## src/rtl/core/key_autorepeat_engine_top_macros.svh

```systemverilog
// Assertion macros shared by the key auto-repeat engine RTL.
`ifndef KEY_AUTOREPEAT_ENGINE_TOP_MACROS_SVH
`define KEY_AUTOREPEAT_ENGINE_TOP_MACROS_SVH

// Same-cycle implication, checked at every rising edge outside reset.
`define KAR_ASSERT_IMPL(label, ante, cons, msg) \
  label: assert property (@(posedge clk) disable iff (!rst_n) (ante) |-> (cons)) \
    else $error(msg);

// Next-cycle implication, checked at every rising edge outside reset.
`define KAR_ASSERT_NEXT(label, ante, cons, msg) \
  label: assert property (@(posedge clk) disable iff (!rst_n) (ante) |=> (cons)) \
    else $error(msg);

`endif

```

## src/rtl/core/kar_pkg.sv

```systemverilog
// Package with constants and types of the key auto-repeat engine.
package kar_pkg;

  // Field widths.
  localparam int unsigned DelayW   = 16;
  localparam int unsigned TermW    = 8;
  localparam int unsigned ClassW   = 5;
  localparam int unsigned KeyW     = 16;
  localparam int unsigned CodeW    = 8;
  localparam int unsigned TimeW    = 16;
  localparam int unsigned KindW    = 2;
  localparam int unsigned CfgAddrW = 3;
  localparam int unsigned CfgDataW = 64;
  localparam int unsigned SlotW    = 8;
  localparam int unsigned MaxSlots = 4;
  localparam int unsigned SetBits  = MaxSlots * SlotW;

  // Default number of slots in each boosted key set.
  localparam int unsigned BoostSlotsDef = 4;

  // Reset values of timing registers.
  localparam logic [DelayW-1:0] DelayRst = DelayW'(150);
  localparam logic [TermW-1:0]  TermRst  = TermW'(6);

  // Configuration register indexes.
  localparam logic [CfgAddrW-1:0] RegNormalDelay = 3'd0;
  localparam logic [CfgAddrW-1:0] RegNormalTerm  = 3'd1;
  localparam logic [CfgAddrW-1:0] RegBoost1Delay = 3'd2;
  localparam logic [CfgAddrW-1:0] RegBoost1Term  = 3'd3;
  localparam logic [CfgAddrW-1:0] RegBoost2Delay = 3'd4;
  localparam logic [CfgAddrW-1:0] RegBoost2Term  = 3'd5;
  localparam logic [CfgAddrW-1:0] RegClassEnable = 3'd6;
  localparam logic [CfgAddrW-1:0] RegBoostSlots  = 3'd7;

  // Result kinds.
  localparam logic [KindW-1:0] KindNone    = 2'd0;
  localparam logic [KindW-1:0] KindPress   = 2'd1;
  localparam logic [KindW-1:0] KindRelease = 2'd2;

  // Input actions.
  localparam logic ActKey  = 1'b0;
  localparam logic ActTick = 1'b1;

  // Key code class bounds.
  localparam logic [KeyW-1:0] CodeLetterLo = 16'h0004;
  localparam logic [KeyW-1:0] CodeLetterHi = 16'h001D;
  localparam logic [KeyW-1:0] CodeDigitLo  = 16'h001E;
  localparam logic [KeyW-1:0] CodeDigitHi  = 16'h0027;
  localparam logic [KeyW-1:0] CodeCtrlLo   = 16'h0028;
  localparam logic [KeyW-1:0] CodeCtrlHi   = 16'h0039;
  localparam logic [KeyW-1:0] CodeFLowLo   = 16'h003A;
  localparam logic [KeyW-1:0] CodeFLowHi   = 16'h0045;
  localparam logic [KeyW-1:0] CodeFHighLo  = 16'h0068;
  localparam logic [KeyW-1:0] CodeFHighHi  = 16'h0073;

  // Class enable bits.
  localparam int unsigned ClsLetters = 0;
  localparam int unsigned ClsDigits  = 1;
  localparam int unsigned ClsCtrl    = 2;
  localparam int unsigned ClsFkeys   = 3;
  localparam int unsigned ClsAll     = 4;

  // One registered input word.
  typedef struct packed {
    logic             action;
    logic [KeyW-1:0]  keycode;
    logic             key_down;
    logic             fast_layer_on;
    logic [TimeW-1:0] now_ms;
  } in_word_t;

  // One result word.
  typedef struct packed {
    logic [KindW-1:0] emit_kind;
    logic [CodeW-1:0] emit_code;
    logic             pass_through;
  } out_word_t;

endpackage

```

## src/rtl/core/key_autorepeat_engine_top.sv

```systemverilog
// Key auto-repeat engine: turns key events and scan ticks into repeat presses and releases.
//
// Each word on the input channel is a key event or a scan tick and gives exactly one
// result word. A word is taken into an input register, the press/release decision and
// the hold state update are made in compare logic, and the result lands in an output
// register: one word per clock is sustained while out_ready stays high, and each result
// passes the input register and then the output register before it is shown, later if
// an earlier result still waits for out_ready. The output register lets a new word enter
// while a finished result still waits for out_ready. The user must write timing registers
// through the cfg_ port only while no word is in flight; the block does not enforce this.
module key_autorepeat_engine_top
  import kar_pkg::*;
#(
  parameter int unsigned BOOST_SLOTS = BoostSlotsDef
) (
  input  logic                clk,
  input  logic                rst_n,
  // Configuration write port
  input  logic                cfg_we,
  input  logic [CfgAddrW-1:0] cfg_addr,
  input  logic [CfgDataW-1:0] cfg_wdata,
  // Input channel
  input  logic                in_valid,
  output logic                in_ready,
  input  logic                in_action,
  input  logic [KeyW-1:0]     in_keycode,
  input  logic                in_key_down,
  input  logic                in_fast_layer_on,
  input  logic [TimeW-1:0]    in_now_ms,
  // Result channel
  output logic                out_valid,
  input  logic                out_ready,
  output logic [KindW-1:0]    out_emit_kind,
  output logic [CodeW-1:0]    out_emit_code,
  output logic                out_pass_through
);

  localparam int unsigned NumSlots = (BOOST_SLOTS > MaxSlots) ? MaxSlots : BOOST_SLOTS;
  localparam int unsigned UsedBits = NumSlots * SlotW;

  // Configuration registers.
  logic [DelayW-1:0]   normal_delay_r, boost1_delay_r, boost2_delay_r;
  logic [TermW-1:0]    normal_term_r, boost1_term_r, boost2_term_r;
  logic [ClassW-1:0]   class_enable_r;
  logic [UsedBits-1:0] boost1_slots_r, boost2_slots_r;

  always_ff @(posedge clk) begin
    if (!rst_n) begin
      normal_delay_r <= DelayRst;
      normal_term_r  <= TermRst;
      boost1_delay_r <= DelayRst;
      boost1_term_r  <= TermRst;
      boost2_delay_r <= DelayRst;
      boost2_term_r  <= TermRst;
      class_enable_r <= '0;
      boost1_slots_r <= '0;
      boost2_slots_r <= '0;
    end else if (cfg_we) begin
      unique case (cfg_addr)
        RegNormalDelay: normal_delay_r <= cfg_wdata[DelayW-1:0];
        RegNormalTerm:  normal_term_r  <= cfg_wdata[TermW-1:0];
        RegBoost1Delay: boost1_delay_r <= cfg_wdata[DelayW-1:0];
        RegBoost1Term:  boost1_term_r  <= cfg_wdata[TermW-1:0];
        RegBoost2Delay: boost2_delay_r <= cfg_wdata[DelayW-1:0];
        RegBoost2Term:  boost2_term_r  <= cfg_wdata[TermW-1:0];
        RegClassEnable: class_enable_r <= cfg_wdata[ClassW-1:0];
        RegBoostSlots: begin
          boost1_slots_r <= cfg_wdata[UsedBits-1:0];
          boost2_slots_r <= cfg_wdata[SetBits +: UsedBits];
        end
        default: ;
      endcase
    end
  end

  // Handshake: the input register moves on whenever the output register is free or drains.
  logic      in_valid_r;
  in_word_t  in_word_r;
  logic      out_valid_r;
  out_word_t out_word_r;
  logic      advance;

  assign advance  = in_valid_r && (!out_valid_r || out_ready);
  assign in_ready = !in_valid_r || advance;

  always_ff @(posedge clk) begin
    if (!rst_n) begin
      in_valid_r <= 1'b0;
    end else if (in_ready) begin
      in_valid_r <= in_valid;
    end
  end

  always_ff @(posedge clk) begin
    if (in_valid && in_ready) begin
      in_word_r <= '{action: in_action, keycode: in_keycode, key_down: in_key_down,
                     fast_layer_on: in_fast_layer_on, now_ms: in_now_ms};
    end
  end

  // Hold state.
  logic              holding_r, repeating_r, press_sent_r;
  logic [CodeW-1:0]  held_code_r;
  logic [TimeW-1:0]  stamp_ms_r;
  logic [DelayW-1:0] active_delay_r;
  logic [TermW-1:0]  active_term_r;

  logic              holding_nxt, repeating_nxt, press_sent_nxt;
  logic [CodeW-1:0]  held_code_nxt;
  logic [TimeW-1:0]  stamp_ms_nxt;
  logic [DelayW-1:0] active_delay_nxt;
  logic [TermW-1:0]  active_term_nxt;
  out_word_t         result;

  // Class filter on the full key code.
  logic [KeyW-1:0] kc;
  logic            code_en;
  logic [CodeW-1:0] kc8;

  assign kc  = in_word_r.keycode;
  assign kc8 = kc[CodeW-1:0];

  always_comb begin
    code_en = 1'b0;
    if (class_enable_r[ClsAll] && kc >= CodeLetterLo && kc <= CodeFHighHi) code_en = 1'b1;
    if (class_enable_r[ClsLetters] && kc >= CodeLetterLo && kc <= CodeLetterHi) code_en = 1'b1;
    if (class_enable_r[ClsDigits] && kc >= CodeDigitLo && kc <= CodeDigitHi) code_en = 1'b1;
    if (class_enable_r[ClsCtrl] && kc >= CodeCtrlLo && kc <= CodeCtrlHi) code_en = 1'b1;
    if (class_enable_r[ClsFkeys] && ((kc >= CodeFLowLo && kc <= CodeFLowHi) ||
                                     (kc >= CodeFHighLo && kc <= CodeFHighHi))) begin
      code_en = 1'b1;
    end
  end

  // Boosted set membership: a zero slot never matches.
  logic in_set1, in_set2;

  always_comb begin
    in_set1 = 1'b0;
    in_set2 = 1'b0;
    for (int i = 0; i < NumSlots; i++) begin
      if (boost1_slots_r[i*SlotW +: SlotW] != '0 &&
          boost1_slots_r[i*SlotW +: SlotW] == kc8) in_set1 = 1'b1;
      if (boost2_slots_r[i*SlotW +: SlotW] != '0 &&
          boost2_slots_r[i*SlotW +: SlotW] == kc8) in_set2 = 1'b1;
    end
  end

  // Elapsed time since the stamp, modulo 2^16.
  logic [TimeW-1:0] elapsed;
  assign elapsed = in_word_r.now_ms - stamp_ms_r;

  // Decision and next state for the word in the input register.
  always_comb begin
    holding_nxt      = holding_r;
    repeating_nxt    = repeating_r;
    press_sent_nxt   = press_sent_r;
    held_code_nxt    = held_code_r;
    stamp_ms_nxt     = stamp_ms_r;
    active_delay_nxt = active_delay_r;
    active_term_nxt  = active_term_r;
    result           = '{emit_kind: KindNone, emit_code: '0, pass_through: 1'b0};

    if (in_word_r.action == ActKey) begin
      if (!in_word_r.fast_layer_on) begin
        // Leaving the fast layer cancels the hold.
        holding_nxt         = 1'b0;
        repeating_nxt       = 1'b0;
        result.pass_through = 1'b1;
      end else if (!code_en) begin
        result.pass_through = 1'b1;
      end else if (in_word_r.key_down) begin
        if (kc8 != held_code_r) repeating_nxt = 1'b0;
        result.emit_kind = KindPress;
        result.emit_code = kc8;
        if (in_set1) begin
          active_delay_nxt = boost1_delay_r;
          active_term_nxt  = boost1_term_r;
        end else if (in_set2) begin
          active_delay_nxt = boost2_delay_r;
          active_term_nxt  = boost2_term_r;
        end else begin
          active_delay_nxt = normal_delay_r;
          active_term_nxt  = normal_term_r;
        end
        held_code_nxt = kc8;
        holding_nxt   = 1'b1;
        stamp_ms_nxt  = in_word_r.now_ms;
      end else begin
        result.emit_kind = KindRelease;
        result.emit_code = kc8;
        if (kc8 == held_code_r) begin
          holding_nxt      = 1'b0;
          repeating_nxt    = 1'b0;
          press_sent_nxt   = 1'b0;
          active_delay_nxt = normal_delay_r;
          active_term_nxt  = normal_term_r;
        end
      end
    end else if (holding_r) begin
      // Scan tick: start repeating after the delay, then toggle each term.
      if (!repeating_r) begin
        if (elapsed > active_delay_r) begin
          repeating_nxt  = 1'b1;
          press_sent_nxt = 1'b1;
          stamp_ms_nxt   = in_word_r.now_ms;
        end
      end else if (!press_sent_r) begin
        result.emit_kind = KindPress;
        result.emit_code = held_code_r;
        press_sent_nxt   = 1'b1;
      end else if (elapsed > {{(TimeW-TermW){1'b0}}, active_term_r}) begin
        stamp_ms_nxt     = in_word_r.now_ms;
        result.emit_kind = KindRelease;
        result.emit_code = held_code_r;
        press_sent_nxt   = 1'b0;
      end
    end
  end

  // State update as each word passes to the output register.
  always_ff @(posedge clk) begin
    if (!rst_n) begin
      holding_r      <= 1'b0;
      repeating_r    <= 1'b0;
      press_sent_r   <= 1'b0;
      held_code_r    <= '0;
      stamp_ms_r     <= '0;
      active_delay_r <= DelayRst;
      active_term_r  <= TermRst;
    end else if (advance) begin
      holding_r      <= holding_nxt;
      repeating_r    <= repeating_nxt;
      press_sent_r   <= press_sent_nxt;
      held_code_r    <= held_code_nxt;
      stamp_ms_r     <= stamp_ms_nxt;
      active_delay_r <= active_delay_nxt;
      active_term_r  <= active_term_nxt;
    end
  end

  // Output register.
  always_ff @(posedge clk) begin
    if (!rst_n) begin
      out_valid_r <= 1'b0;
    end else if (advance) begin
      out_valid_r <= 1'b1;
    end else if (out_ready) begin
      out_valid_r <= 1'b0;
    end
  end

  always_ff @(posedge clk) begin
    if (advance) begin
      out_word_r <= result;
    end
  end

  assign out_valid        = out_valid_r;
  assign out_emit_kind    = out_word_r.emit_kind;
  assign out_emit_code    = out_word_r.emit_code;
  assign out_pass_through = out_word_r.pass_through;

  // Checks on the hold state and result words.
`include "key_autorepeat_engine_top_macros.svh"

  `KAR_ASSERT_IMPL(a_repeat_needs_hold, repeating_r, holding_r, "repeating without a held key")
  `KAR_ASSERT_IMPL(a_pass_no_emit, out_valid_r && out_word_r.pass_through,
                   out_word_r.emit_kind == KindNone, "passed word also emits")
  `KAR_ASSERT_IMPL(a_idle_code_zero, out_valid_r && out_word_r.emit_kind == KindNone,
                   out_word_r.emit_code == '0, "code set with nothing emitted")
  `KAR_ASSERT_IMPL(a_emit_code_range, out_valid_r && out_word_r.emit_kind != KindNone,
                   out_word_r.emit_code >= CodeLetterLo[CodeW-1:0] &&
                   out_word_r.emit_code <= CodeFHighHi[CodeW-1:0],
                   "emitted code outside enabled range")
  `KAR_ASSERT_NEXT(a_input_kept, in_valid_r && !advance, in_valid_r, "stalled input word lost")

endmodule
```

## config.mk

```make
export PLATFORM = sky130hd
export DESIGN_NAME = key_autorepeat_engine_top
export DESIGN_NICKNAME = d
export VERILOG_FILES = /design/src/rtl/core/kar_pkg.sv /design/src/rtl/core/key_autorepeat_engine_top.sv
export VERILOG_INCLUDE_DIRS = /design/src /design/src/rtl/core
export SDC_FILE = /design/constraint.sdc
export NUM_CORES = 1
export LEC_CHECK = 0
export BUFFER_PORTS_ARGS = -buffer_cell sky130_fd_sc_hd__clkbuf_2
export CORE_MARGIN = 2
export CORE_UTILIZATION = 54
export CTS_BUF_LIST = sky130_fd_sc_hd__clkbuf_8 sky130_fd_sc_hd__clkbuf_16
export CTS_CLUSTER_SIZE = 12
export DETAILED_ROUTE_END_ITERATION = 10
export PLACE_DENSITY = 0.84
export SLEW_MARGIN = 10
export SYNTH_ARGS = -nofsm -noshare
export SYNTH_HDL_FRONTEND = slang
export SYNTH_SLANG_ARGS = --single-unit
```

## constraint.sdc

```tcl
create_clock -name clk -period 4.3 [get_ports clk]
set_clock_uncertainty 0.2 [all_clocks]
set_input_delay 0.43 -clock clk [delete_from_list [all_inputs] [get_ports clk]]
set_output_delay 0.43 -clock clk [all_outputs]
set_load 0.005 [all_outputs]
```

# --- Word level (Yosys, flattened, before mapping) ---
# Cells that the tools add are included.
# Widths: inputs -> output; s select.
totals:
  reg_bits: 240
  input_bits: 107
  output_inout_bits: 13
  word_cells: 185
classes:
  addsub: 1
  n_lt_le_gt_ge: 12
  n_eq_ne: 27
  muxes: 63
  bitwise: 1
  reduce_logical: 55
op_table:
  columns: ["op", "count"]
  rows:
  - ["$mux 16", 13]
  - ["$mux 10", 8]
  - ["$eq 8x8->1", 9]
  - ["$reduce_bool 8->1", 8]
  - ["$mux 1", 38]
  - ["$ge 16x6->1 const B", 2]
  - ["$le 16x6->1 const B", 2]
  - ["$le 16x7->1 const B", 2]
  - ["$mux 8", 4]
  - ["$logic_and 1x1->1", 21]
  - ["$ge 16x3->1 const B", 1]
  - ["$ge 16x5->1 const B", 1]
  - ["$ge 16x7->1 const B", 1]
  - ["$gt 16x16->1", 1]
  - ["$gt 16x8->1", 1]
  - ["$le 16x5->1 const B", 1]
  - ["$reduce_and 2->1", 8]
  - ["$sub 16x16->16", 1]
  - ["$reduce_and 5->1", 3]
  - ["$eq 3x3->1 const B", 4]
  - ["$reduce_bool 2->1", 6]
  - ["$ne 3x1->1 const B", 3]
  - ["$ne 8x8->1", 1]
  - ["$reduce_and 8->1", 1]
  - ["other kinds (12)", 19]

# --- Logic depth before layout (Yosys ltp) ---
logic_depth:
  depth_word: 11
  mapped_depth: 21
  mapped_depth_nobuf: 20

# --- Worst setup path after synthesis ---
# OpenSTA, ideal clock, no wires.
synth_timing:
  path_kind: "register -> register"
  start: "register in_word_r[0] in the netlist's numbering"
  end: "register stamp_ms_r[10]"
  setup_ns: 0.118
  arrival_ns: 4.238
  required_ns: 3.982
  setup_slack_ns: -0.256
  stages_incl_launch_ff: 20
  n_path_buf: 1
  period_less_slack_ns: 4.556
  path_cell_list: "edfxtp_1 > inv_1 > ha_1 > fa_1 > nand2b_1 > a21oi_2 > o2111a_1 > o41ai_2 > o311a_1 > inv_1 > ha_1 > and4_1 > a221o_1 > a2111oi_2 > a221o_1 > a21oi_1 > o32ai_1 > a31oi_4 > buf_12 > mux2i_1"
synth_between:
  elab_chain_len: 4
  elab_cells_between_ends: 6
  cone_classes: "add/sub (1); order compare (2); eq/ne (2); reduce/logical (1)"
synth_rtl:
  columns: ["element", "line_no", "text"]
  rows:
  - ["start, declared", "key_autorepeat_engine_top.sv:78", "in_word_t in_word_r;"]
  - ["start signal, assigned", "key_autorepeat_engine_top.sv:96", "in_word_r <= '{action: in_action, keycode: in_keycode, key_down: in_key_down,"]
  - ["$sub 16x16->16 (*)", "key_autorepeat_engine_top.sv:151", "assign elapsed = in_word_r.now_ms - stamp_ms_r;"]
  - ["$gt 16x8->1 / $gt 16x16->1 (equally long branches)", "key_autorepeat_engine_top.sv:212, key_autorepeat_engine_top.sv:203", null]
  - ["$ne 3x2->1 (no source line) / $ne 3x1->1 (equally long branches)", null, null]
  - ["$reduce_and 8->1 (no source line) (*)", null, null]
  - ["end signal, assigned", "key_autorepeat_engine_top.sv:236", "stamp_ms_r <= stamp_ms_nxt;"]
  - ["end, declared", "key_autorepeat_engine_top.sv:104", "logic [TimeW-1:0] stamp_ms_r;"]
# Mark *: on every way between the ends. The rest lies on a longest branch, timed or not.
# A chain may end at the register's enable or synchronous reset.

# --- Final worst setup path ---
layout_timing:
  start: "register in_word_r[3] in the netlist's numbering"
  end: "register stamp_ms_r[4]"
# The elaborated chain is that of the path after synthesis.

==> results.py <==
metrics = {
    "global_route": {
        "grt_pass1_vias": 10700,
        "overflow": 0,
        "track_usage_pct": 26.4,
        "grt_start_max_net_pins": 118,
        "antenna_found_initial": 0,
        "grt_pass1_wl_mm": 51.8,
    },
    "cts": {
        "cts_made_buffers": 27,
        "clockBufferDepth": 3,
        "cts-root-buf": "clkbuf_16",
        "clk_pin_slew_ns": 0.06,
        "cts_num_sinks": 240,
        "htreeDepth": 1,
        "cts_tree": "yes",
        "clk_latency_ns": 0.54,
    },
    "critical_path": {
        "crit_type": "flip-flop to flip-flop",
        "worstSetupEndpointType": "flip-flop",
        "critical_path_arrival_ns": 4.58,
        "startpoint_type": "flip-flop",
        "worst-path-max-fanout": 8,
        "required_ns": 4.51,
    },
    "route": {
        "first_iter_violations": 812,
        "routed_via_density": 5.65,
        "drt_wl_total_mm": 31.6,
        "vias": 10600,
        "drcViolationCount": 0,
        "ant_nets": 0,
        "first_pass_iters": 5,
        "routedWlPerCell_um": 16.8,
    },
    "pwr": {
        "power.leakage_nw": 5.71,
        "clkPwrFrac_pct": 42.7,
        "power_frac_comb_pct": 10.9,
        "sw_frac_of_total_pct": 24.1,
        "power_density_nw_per_um2": 350,
        "vdd_drop_max_mv": 0.313,
        "seqPwrFrac_pct": 46.3,
        "p_sw_mw": 1.25,
        "power.total_mw": 5.20,
        "intPower_mw": 3.95,
    },
    "finish": {
        "multiInputGateArea_um2": 6220,
        "n_fill_cell": 1606,
        "syn_to_final_growth_pct": 24.3,
        "post-route-util_pct": 68.3,
        "layout-drive-gt1-share_pct": 15.9,
        "fin_nets": 1720,
        "diodes": 0,
        "regArea_um2": 5270,
    },
    "timing": {
        "timing.slew.headroom_pct": 28.3,
        "timing.final.crit_share_pct": 102,
        "slew_viol_final": 0,
        "finalSetupViolations": 16,
        "period_needed_ns": 4.37,
        "fin_ws_ns": -0.0687,
        "rsz0062_at_grt": "true",
        "worst_slew_pin_slew_ns": 1.07,
        "max_freq_mhz": 229,
        "hold_violations": 0,
        "fin_hold_ws_ns": 0.0134,
    },
    "synthesis": {
        "synth_top_area_share_pct": 32.5,
        "ys_types": 70,
        "synthArstFlopShare_pct": 0,
        "ys_seq_area_share_pct": 44.0,
        "synthCells": 1369,
        "syn_nets": 1515,
        "post-synth-top-count-cell": "nand2_1",
        "ys_warn_count": 0,
        "synth.area.top_cells": "dfxtp_1 32%, edfxtp_1 12%, nand2_1 11%",
        "syn_area_per_cell_um2": 8.74,
        "ys_ff_latch": 240,
        "synth_commonest_cells": "357 x nand2_1, 194 x dfxtp_1, 121 x a21boi_0, 59 x clkbuf_1, 53 x inv_1",
        "ys.flop_type": "dfxtp_1",
        "synth.largest_area_cell": "dfxtp_1",
        "synth_edf_count": 46,
        "synth_area_um2": 12000,
    },
    "run": {
        "maxCapViolations": 0,
    },
    "floorplanning": {
        "ios": 120,
        "start_util_pct": 55.0,
        "core_um2": 21800,
        "die_area_um2": 23400,
        "die_h_um": 153,
        "rows": 54,
        "die_width_um": 153,
    },
    "status": {
        "status": "finished, violations left",
        "violations": "setup timing",
    },
    "place": {
        "post-dp-hpwl_mm": 20.1,
        "gp_congestion": 0.863,
        "io_buffer_count": 119,
    },
    "worst_hold_path": {
        "hold_path_class": "primary input to flip-flop",
    },
}
## cells by family (layout without fill, tap and decap cells)
kind of cell,after synthesis,in the layout,share of synthesized area [%]
buffers and inverters,142,368,5.24
AOI/OAI and AO/OA,321,321,19.5
xor gates and xnor gates,78,78,5.71
adders and majority gates,39,39,4.14
muxes,28,28,2.34
and+or+nand+nor,521,521,19.0
DFF,240,240,44.0
## path summary, 6_finish.rpt
path | start | end | slack [ns] | depth (start not counted)
worst max-delay path | in_word_r[3] | stamp_ms_r[4] | -0.07 | 18
worst min register to register | stamp_ms_r[14] | stamp_ms_r[14] | 0.26 | 2
worst min-delay path | cfg_wdata[9] | boost2_delay_r[9] | 0.01 | 3
worst max register to register | in_word_r[3] | stamp_ms_r[4] | -0.07 | 18
## final cells by class
cell class | count | area share [%]
multi-input cells | 987 | 41.8
flip-flops and latches | 240 | 35.4
repair buffers | 263 | 13.2
clock buffers | 34 | 5.19
well taps | 280 | 2.36
inverters | 55 | 1.39
clock inverters | 16 | 0.682
## repair_timing
action                                  4_1_cts  5_1_grt
buffers inserted                              5        0
hold endpoints to repair                     90        0
pin swaps                                     2        2
endpoints found under the setup margin       17       26
gates cloned                                  1        0
gates resized for setup                      12        7
hold buffers                                 87        0
## layout by cell type (no fill, tap or decap), types with 29 or more instances in the layout
| cell type | synthesis | layout |
|---|---|---|
| a21boi_0 | 121 | 121 |
| a21oi_1 | 40 | 36 |
| buf_4 | 5 | 53 |
| clkbuf_2 | 0 | 118 |
| dfxtp_1 | 194 | 194 |
| dlygate4sd3_1 | 0 | 87 |
| edfxtp_1 | 46 | 46 |
| ha_1 | 38 | 34 |
| inv_1 | 53 | 59 |
| nand2_1 | 357 | 356 |
| o211ai_1 | 29 | 29 |
| xnor2_1 | 42 | 41 |
| xor2_1 | 36 | 36 |
## metrics by stage
| stage | TNS, ns | setup slack (ns) | instance area, um2 | instances |
|---|---|---|---|---|
| after floorplan | 0 | 0.0596 | 12000 | 1369 |
| after global placement | -2.81 | -0.179 | 13000 | 1732 |
| after detailed placement | -5.87 | -0.389 | 13000 | 1732 |
| after CTS | -0.199 | -0.0214 | 14800 | 1875 |
| after global routing | -3.97 | -0.274 | 14900 | 1875 |
| final | -0.840 | -0.0687 | 14900 | 1875 |
## registers in the layout, indices dropped and copies added, names as in the netlist, 16 cells and up
name / flops
in_word_r: 19
normal_delay_r: 16
boost2_delay_r: 16
kc: 16
boost1_slots_r: 32
stamp_ms_r: 16
boost1_delay_r: 16
boost2_slots_r: 32
active_delay_r: 16
## worst max-delay path: stages (launching register included)
cell	delay, ns
edfxtp_1	0.40
ha_1	0.33
o211ai_1	0.28
a21oi_4	0.05
o2111a_2	0.29
o41ai_4	0.39
o311a_1	0.26
inv_2	0.05
ha_4	0.27
and4_4	0.23
nand2_2	0.07
nor4_2	0.35
o2111ai_1	0.16
o211ai_1	0.13
a21oi_2	0.10
o32ai_2	0.28
a31oi_4	0.09
clkbuf_16	0.21
mux2i_1	0.11
## per-layer routing
layer  part of all wire, %  GRT usage (%)
met1                    41           33.0
met2                    49           45.8
met3                   6.8           4.25
met4                   3.5           10.1
met5                     0              0
## power by group through the flow
stage               clock network, mW  registers (mW)  logic (mW)
floorplan                           0            2.42       0.318
global placement                    0            2.45       0.451
detailed placement                  0            2.45       0.467
CTS                              2.25            2.40       0.547
global route                     2.33            2.41       0.621
finish                           2.22            2.41       0.569
Power figures use the tool's default switching activity.
